===== src/sv/checked_counter_delta_merge_macros.svh =====
// Assertion macros for the checked counter delta merge block.
// Needs a clock named clk and an active-low reset named rst_n in scope.
`ifndef CHECKED_COUNTER_DELTA_MERGE_MACROS_SVH
`define CHECKED_COUNTER_DELTA_MERGE_MACROS_SVH

// Consequent must hold in the same cycle as the antecedent
`define CCDM_ASSERT_SAME(label, ante, cons, msg) \
    label: assert property (@(posedge clk) disable iff (!rst_n) (ante) |-> (cons)) \
        else $error(msg);

// Consequent must hold in the cycle after the antecedent
`define CCDM_ASSERT_NEXT(label, ante, cons, msg) \
    label: assert property (@(posedge clk) disable iff (!rst_n) (ante) |=> (cons)) \
        else $error(msg);

`endif


===== src/sv/ccdm_pkg.sv =====
// Shared types and constants for the checked counter delta merge block.
// No dependencies; imported by checked_counter_delta_merge.
`default_nettype none

package ccdm_pkg;

    // Command codes
    localparam logic [1:0] CMD_SET_ADD   = 2'd0;
    localparam logic [1:0] CMD_ASSET_ADD = 2'd1;
    localparam logic [1:0] CMD_DELETE    = 2'd2;

    // Object kind codes
    localparam logic [1:0] KIND_NONE    = 2'd0;
    localparam logic [1:0] KIND_COUNTER = 2'd1;
    localparam logic [1:0] KIND_ASSET   = 2'd2;

    localparam logic signed [63:0] SIGNED_CEILING = 64'sh7FFF_FFFF_FFFF_FFFF;

    typedef struct packed {
        logic [1:0]         command;
        logic signed [63:0] base_value;
        logic signed [63:0] change;
        logic [63:0]        priority_req;
    } ccdm_req_t;

    typedef struct packed {
        logic               accepted;
        logic               obj_deleted;
        logic [1:0]         object_kind;
        logic signed [63:0] counter_value;
        logic signed [63:0] counter_sum;
        logic [63:0]        asset_amount;
        logic signed [63:0] asset_sum;
        logic [63:0]        counter_priority;
        logic [63:0]        asset_priority_out;
    } ccdm_rsp_t;

endpackage

`default_nettype wire


===== src/sv/checked_counter_delta_merge.sv =====
// Update merger for one stored object (counter or asset) with checked adds.
// Depends on ccdm_pkg and checked_counter_delta_merge_macros.svh.
`default_nettype none

// One request is taken every cycle while req_stall is low. An accepted
// request lands in an input register; once the output register is free or
// its response is taken, one pass of merge logic (base check, three chained
// 64-bit signed adds with overflow tests, a 66-bit asset add and the priority
// compares) updates the object state and loads the response into an output
// register, which offers it until it is taken. The state feedback through
// that merge logic sets the rate of one request per cycle. A stalled response
// holds the merge stage, and the input register then raises stall.
module checked_counter_delta_merge (
    input  wire                    clk,
    input  wire                    rst_n,
    input  wire                    req_valid,
    output logic                   req_stall,
    input  ccdm_pkg::ccdm_req_t    req,
    output logic                   rsp_valid,
    input  wire                    rsp_stall,
    output ccdm_pkg::ccdm_rsp_t    rsp
);
    import ccdm_pkg::*;

    `include "checked_counter_delta_merge_macros.svh"

    // Pipeline registers
    logic      in_valid_reg, in_valid_next;
    ccdm_req_t in_reg;
    logic      out_valid_reg, out_valid_next;
    ccdm_rsp_t out_reg, out_next;

    // Object state
    logic [1:0]         kind_reg, kind_next;
    logic               deleted_reg, deleted_next;
    logic               have_base_reg, have_base_next;
    logic signed [63:0] base_reg, base_next;
    logic signed [63:0] sum_reg, sum_next;
    logic signed [63:0] counter_reg, counter_next;
    logic [63:0]        amount_reg, amount_next;
    logic               have_asum_reg, have_asum_next;
    logic signed [63:0] asum_reg, asum_next;
    logic [63:0]        cnt_prio_reg, cnt_prio_next;
    logic [63:0]        ast_prio_reg, ast_prio_next;

    logic advance;
    logic take;

    // Set-add datapath
    logic signed [63:0] old_sum, t_sum, bt_sum, nd_sum, cnt_sum;
    logic               base_ok, ovf_t, ovf_bt, ovf_cnt, set_ok;

    // Asset datapath
    logic [63:0]        amt_eff;
    logic [65:0]        amt_wide;
    logic signed [63:0] asum_add;
    logic               ovf_asum, asset_ok;

    logic ok;

    // Handshake: merge when a request waits and the response slot frees up
    assign advance   = in_valid_reg && (!out_valid_reg || !rsp_stall);
    assign req_stall = in_valid_reg && !advance;
    assign take      = req_valid && !req_stall;
    assign rsp_valid = out_valid_reg;
    assign rsp       = out_reg;

    // Set-add: check base, merge change, form counter value
    always_comb
    begin
        old_sum = have_base_reg ? sum_reg : 64'sd0;
        base_ok = !have_base_reg || (base_reg == in_reg.base_value);
        t_sum   = in_reg.change + old_sum;
        ovf_t   = (in_reg.change[63] == old_sum[63]) && (t_sum[63] != old_sum[63]);
        bt_sum  = in_reg.base_value + t_sum;
        ovf_bt  = (in_reg.base_value[63] == t_sum[63])
                  && (bt_sum[63] != t_sum[63]);
        if (in_reg.change[63])
        begin
            nd_sum = t_sum;
            if (ovf_t)
                set_ok = 1'b0;
            else if (ovf_bt)
                set_ok = !in_reg.base_value[63];
            else
                set_ok = !bt_sum[63];
        end
        else
        begin
            nd_sum = ovf_t ? SIGNED_CEILING : t_sum;
            set_ok = 1'b1;
        end
        set_ok  = set_ok && base_ok;
        cnt_sum = in_reg.base_value + nd_sum;
        ovf_cnt = (in_reg.base_value[63] == nd_sum[63])
                  && (cnt_sum[63] != nd_sum[63]);
    end

    // Asset add: amount must stay in unsigned range, total in signed range
    always_comb
    begin
        amt_eff  = (kind_reg == KIND_NONE) ? 64'd0 : amount_reg;
        amt_wide = {2'b00, amt_eff} + {{2{in_reg.change[63]}}, in_reg.change};
        asum_add = asum_reg + in_reg.change;
        ovf_asum = have_asum_reg && (asum_reg[63] == in_reg.change[63])
                   && (asum_add[63] != asum_reg[63]);
        asset_ok = !ovf_asum && (amt_wide[65:64] == 2'b00);
    end

    // Next state and response
    always_comb
    begin
        kind_next      = kind_reg;
        deleted_next   = deleted_reg;
        have_base_next = have_base_reg;
        base_next      = base_reg;
        sum_next       = sum_reg;
        counter_next   = counter_reg;
        amount_next    = amount_reg;
        have_asum_next = have_asum_reg;
        asum_next      = asum_reg;
        cnt_prio_next  = cnt_prio_reg;
        ast_prio_next  = ast_prio_reg;
        ok             = 1'b0;

        priority if (in_reg.command == CMD_DELETE)
        begin
            deleted_next = 1'b1;
            kind_next    = KIND_NONE;
            counter_next = 64'sd0;
            amount_next  = 64'd0;
            ok           = 1'b1;
        end
        else if (!deleted_reg && in_reg.command == CMD_SET_ADD)
        begin
            if ((kind_reg == KIND_NONE || kind_reg == KIND_COUNTER) && set_ok)
            begin
                ok             = 1'b1;
                have_base_next = 1'b1;
                base_next      = in_reg.base_value;
                sum_next       = nd_sum;
                kind_next      = KIND_COUNTER;
                counter_next   = ovf_cnt ? SIGNED_CEILING : cnt_sum;
                if (in_reg.priority_req < cnt_prio_reg)
                    cnt_prio_next = in_reg.priority_req;
            end
        end
        else if (!deleted_reg && in_reg.command == CMD_ASSET_ADD)
        begin
            if (kind_reg == KIND_NONE || kind_reg == KIND_ASSET)
            begin
                // A rejected add still creates the asset object
                kind_next   = KIND_ASSET;
                amount_next = amt_eff;
                if (asset_ok)
                begin
                    ok             = 1'b1;
                    amount_next    = amt_wide[63:0];
                    asum_next      = have_asum_reg ? asum_add : in_reg.change;
                    have_asum_next = 1'b1;
                    if (in_reg.priority_req < ast_prio_reg)
                        ast_prio_next = in_reg.priority_req;
                end
            end
        end
        else
        begin
            // Reject an unknown code or any update of a deleted object
            ok = 1'b0;
        end

        out_next.accepted           = ok;
        out_next.obj_deleted        = deleted_next;
        out_next.object_kind        = kind_next;
        out_next.counter_value      = (kind_next == KIND_COUNTER) ? counter_next : 64'sd0;
        out_next.counter_sum        = sum_next;
        out_next.asset_amount       = (kind_next == KIND_ASSET) ? amount_next : 64'd0;
        out_next.asset_sum          = asum_next;
        out_next.counter_priority   = cnt_prio_next;
        out_next.asset_priority_out = ast_prio_next;
    end

    // Valid flags of the two register stages
    always_comb
    begin
        in_valid_next  = take ? 1'b1 : (advance ? 1'b0 : in_valid_reg);
        out_valid_next = advance ? 1'b1 : ((out_valid_reg && !rsp_stall) ? 1'b0 : out_valid_reg);
    end

    // Hold control and object state
    always_ff @(posedge clk or negedge rst_n)
    begin
        if (!rst_n)
        begin
            in_valid_reg  <= 1'b0;
            out_valid_reg <= 1'b0;
            kind_reg      <= KIND_NONE;
            deleted_reg   <= 1'b0;
            have_base_reg <= 1'b0;
            base_reg      <= '0;
            sum_reg       <= '0;
            counter_reg   <= '0;
            amount_reg    <= '0;
            have_asum_reg <= 1'b0;
            asum_reg      <= '0;
            cnt_prio_reg  <= '1;
            ast_prio_reg  <= '1;
        end
        else
        begin
            in_valid_reg  <= in_valid_next;
            out_valid_reg <= out_valid_next;
            if (advance)
            begin
                kind_reg      <= kind_next;
                deleted_reg   <= deleted_next;
                have_base_reg <= have_base_next;
                base_reg      <= base_next;
                sum_reg       <= sum_next;
                counter_reg   <= counter_next;
                amount_reg    <= amount_next;
                have_asum_reg <= have_asum_next;
                asum_reg      <= asum_next;
                cnt_prio_reg  <= cnt_prio_next;
                ast_prio_reg  <= ast_prio_next;
            end
        end
    end

    // Capture request and response payloads
    always_ff @(posedge clk)
    begin
        if (take)
            in_reg <= req;
        if (advance)
            out_reg <= out_next;
    end

    `CCDM_ASSERT_NEXT(a_deleted_sticky, deleted_reg, deleted_reg,
        "deleted flag cleared")
    `CCDM_ASSERT_SAME(a_deleted_no_kind, rsp_valid && rsp.obj_deleted,
        rsp.object_kind == KIND_NONE, "deleted object reports a kind")
    `CCDM_ASSERT_NEXT(a_counter_kind, kind_reg == KIND_COUNTER,
        kind_reg == KIND_COUNTER || kind_reg == KIND_NONE,
        "counter object changed to asset")
    `CCDM_ASSERT_NEXT(a_merge_to_rsp, advance, rsp_valid,
        "merged request produced no response")
    `CCDM_ASSERT_NEXT(a_prio_monotonic, 1'b1, cnt_prio_reg <= $past(cnt_prio_reg),
        "counter priority increased")

endmodule

`default_nettype wire

===== config.mk =====
export PLATFORM = sky130hd
export DESIGN_NAME = checked_counter_delta_merge
export DESIGN_NICKNAME = d
export VERILOG_FILES = /design/src/sv/ccdm_pkg.sv /design/src/sv/checked_counter_delta_merge.sv
export VERILOG_INCLUDE_DIRS = /design/src /design/src/sv
export SDC_FILE = /design/constraint.sdc
export NUM_CORES = 2
export LEC_CHECK = 0
export ABC_AREA = 0
export BUFFER_PORTS_ARGS = -buffer_cell sky130_fd_sc_hd__buf_2
export CORE_ASPECT_RATIO = 2
export CORE_UTILIZATION = 55
export DETAILED_ROUTE_END_ITERATION = 8
export PLACE_DENSITY = 0.75
export SLEW_MARGIN = 20
export SYNTH_ARGS = -nofsm -noshare
export SYNTH_HDL_FRONTEND = slang
export SYNTH_SLANG_ARGS = --single-unit

===== constraint.sdc =====
create_clock -name clk -period 20 [get_ports clk]
set_input_delay 1 -clock clk [delete_from_list [all_inputs] [get_ports clk]]
set_output_delay 1 -clock clk [all_outputs]
set_load 0.01 [all_outputs]

==> flow_summary_export.csv <==
group,metric,value,unit
yosys,yosys_most_used_dff,"edfxtp_1",
worst_setup_path,crit_slowest_cell,"buf_4",
cts,cts_buffers,96,
yosys,synth_top_area_frac,0.281,
cts,hold_buffers,0,
timing,max_slew.worst_pin.slew,1250,ps
yosys,ys_types,106,
yosys,syn_avg_cell_area,10.6,um2
yosys,synth_nets,6513,
grt,grt_pass1_vias,48300,
timing,finalSetupViolations,0,
cts,clock_latency,730,ps
worst_setup_path,slowest_delay,790,ps
worst_setup_path,arrival,11740,ps
grt,gr-total-overflow,0,
timing,slew_viol_final,0,
final_layout,nets,6959,
route,wirelength,192,mm
timing,fmax,0.0900,GHz
route,drtIter0Drc,3354,
flow_run,maxCapViolCount,0,
route,wl_per_cell,24.4,um
final_layout,fillers,9133,
route,vias_per_cell,6.08,
route,vias,48003,
power_and_ir_drop,p_per_area,116,nW/um2
timing,finClkSkew,35.5,ps
worst_setup_path,cp_num_cells,39,
floorplanning,fp.coreArea,112000,um2
worst_setup_path,cp-endpoint,"sum_reg[13]$_DFFE_PN0P_",
placed_design,io_buffers,587,
worst_setup_path,worstSetupStartpointType,"flip-flop",
placed_design,dp_hpwl,145,mm
floorplanning,io_pins,588,
final_layout,area_growth,11.7,%
floorplanning,die-area,114000,um2
worst_setup_path,reg2reg_slack,8880,ps
worst_setup_path,cpLargestDelayFamily,"compound AO/OA/AOI/OAI gates",
worst_hold_path,hold_class,"in2async",
worst_setup_path,cp-startpoint,"have_base_reg$_DFFE_PN0P_",
cts,cts_tree,"built",
final_layout,largest_reg_flops,388,
final_layout,fin_area,69400,um2
yosys,async_reset_ff_frac,0.439,
cts,clk_pin_slew,70,ps
power_and_ir_drop,leakagePower,30.6,nW
yosys,ys_seq_elements,1037,
power_and_ir_drop,ir_worst_vdd,0.0000894,V
worst_setup_path,cp-end-kind,"flip-flop",
grt,grt_util_all_layers,0.334,
outcome,status,"finished, final reports clean",
cts,htreeDepth,3,
cts,cts_num_sinks,1037,
placed_design,placed_cells,7711,
cts,cts_buffer_depth,3,
worst_setup_path,reg2reg_depth,39,
placed_design,place_congestion,1.01,
route,firstDrtPassIters,7,
yosys,synthTopCellsByArea,"edfxtp_1 28%, dfrtp_1 13%, ha_1 8.9%",
floorplanning,die_height,477,um
cts,post_cts_buffers,0,
floorplanning,std_cell_rows,174,
final_layout,instances_no_fill,7893,
floorplanning,die_x,240,um
yosys,yosysSeqAreaShare,0.467,
yosys,synth_most_common_cell,"edfxtp_1",
timing,fin_crit_sh,0.556,
final_layout,drive_gt1_frac,0.212,
worst_setup_path,crit_buf_inv,6,
grt,grt_max_degree,137,
route,drc,0,
yosys,synth_edf_count,582,
cts,root_buffer,"clkbuf_16",
route,route.antenna.remaining_nets,0,
worst_setup_path,reg2reg_to,"sum_reg[13]$_DFFE_PN0P_",
yosys,synthCells,5868,
worst_setup_path,cp_max_fo,86,
timing,fin_crit,11120,ps
cts,post_cts_resized,0,
grt,antenna_found_initial,7,
yosys,yosys_warnings,0,
yosys,synth_area_leader_cell,"edfxtp_1",
floorplanning,start_util,0.554,
timing,hold_viol,0,
worst_setup_path,r2r-start,"have_base_reg$_DFFE_PN0P_",
worst_setup_path,required,20620,ps
timing,rsz0062_at_grt,"false",
placed_design,placed_area,66000,um2
timing,max-slew-margin-rel,0.158,
worst_setup_path,crit_type,"reg2reg",
grt,grt_pass1_wl,287,mm
timing,whs,280,ps
power_and_ir_drop,finalPower,8.02,mW
yosys,synth_common_cells,"582 x edfxtp_1, 508 x nand2_1, 476 x a21oi_1, 442 x ha_1, 407 x nor2_1",
yosys,syn_area,62100,um2
timing,tns,0,ps
stage by stage:
| stage | setup slack (ps) | util |
|---|---|---|
| after floorplan | 7960 | - |
| after global placement | 9070 | 0.589 |
| after detailed placement | 9060 | 0.589 |
| after CTS | 9020 | 0.618 |
| after global routing | 8180 | 0.619 |
| final | 8880 | 0.619 |
worst min-delay path by stage:
stage,startpoint,slack [ps],cells after the start,end
detailed placement,base_reg[38]$_DFFE_PN0P_,480,2,base_reg[38]$_DFFE_PN0P_
finish,rst_n,280,1,amount_reg[10]$_DFFE_PN0P_
floorplan,amount_reg[44]$_DFFE_PN0P_,460,2,amount_reg[44]$_DFFE_PN0P_
global route,rst_n,300,1,amount_reg[10]$_DFFE_PN0P_
CTS,rst_n,270,1,asum_reg[7]$_DFFE_PN0P_
global placement,in_valid_reg$_DFFE_PN0P_,470,1,rsp_valid$_DFFE_PN0P_
cells by family after synthesis:
logic type | count (synthesis) | share of synthesized area
adder cells (fa/ha/maj) | 447 | 0.0907
AO/OA/AOI/OAI | 1565 | 0.163
AND/OR/NAND/NOR | 1519 | 0.115
XOR/XNOR | 293 | 0.0413
multiplexers | 436 | 0.0829
flip-flops | 1037 | 0.467
buffers and inverters | 571 | 0.0393
metal layers:
layer	track usage	share of wire
met5	0	0.00016
met3	0.0469	0.065
met2	0.577	0.50
met1	0.374	0.36
met4	0.236	0.077
worst reg2reg max path: cells and delay by family, from the launching register on:
kind,cells,cell delay [ps]
adders and majority gates,4,1390
and+or+nand+nor,11,1750
buffers and inverters,6,2780
xor gates and xnor gates,1,410
DFF,1,370
muxes,2,700
AOI/OAI and AO/OA,15,3620
report_power, final:
part,switching (mW),internal [mW],total [mW],leakage [nW]
registers,0.237,2.66,2.90,11.4
clock network,0.871,1.10,1.97,1.62
logic,1.95,1.19,3.15,17.6
total,3.06,4.96,8.02,30.6
cell type report:
| type | count | area [um2] | area share |
|---|---|---|---|
| multi-input cells | 4260 | 30700 | 0.443 |
| flip-flops and latches | 1037 | 29000 | 0.418 |
| repair buffers | 640 | 3380 | 0.0488 |
| clock buffers | 121 | 2650 | 0.0382 |
| well taps | 1496 | 1870 | 0.0270 |
| inverters | 279 | 1050 | 0.0152 |
| clock inverters | 59 | 683 | 0.00985 |
| diodes | 1 | 2.50 | 0.0000361 |
layout by cell type, fill, tap and decap left out, types with 184 or more instances in the layout:
| cell type | instances |
|---|---|
| nor2_1 | 406 |
| a21oi_1 | 476 |
| inv_1 | 275 |
| xnor2_1 | 201 |
| o21ai_0 | 311 |
| dfrtp_1 | 326 |
| ha_1 | 442 |
| mux2_2 | 300 |
| nand2_1 | 504 |
| edfxtp_1 | 582 |
| a21o_1 | 184 |
| buf_2 | 586 |
(Power assumes the default switching activity.)
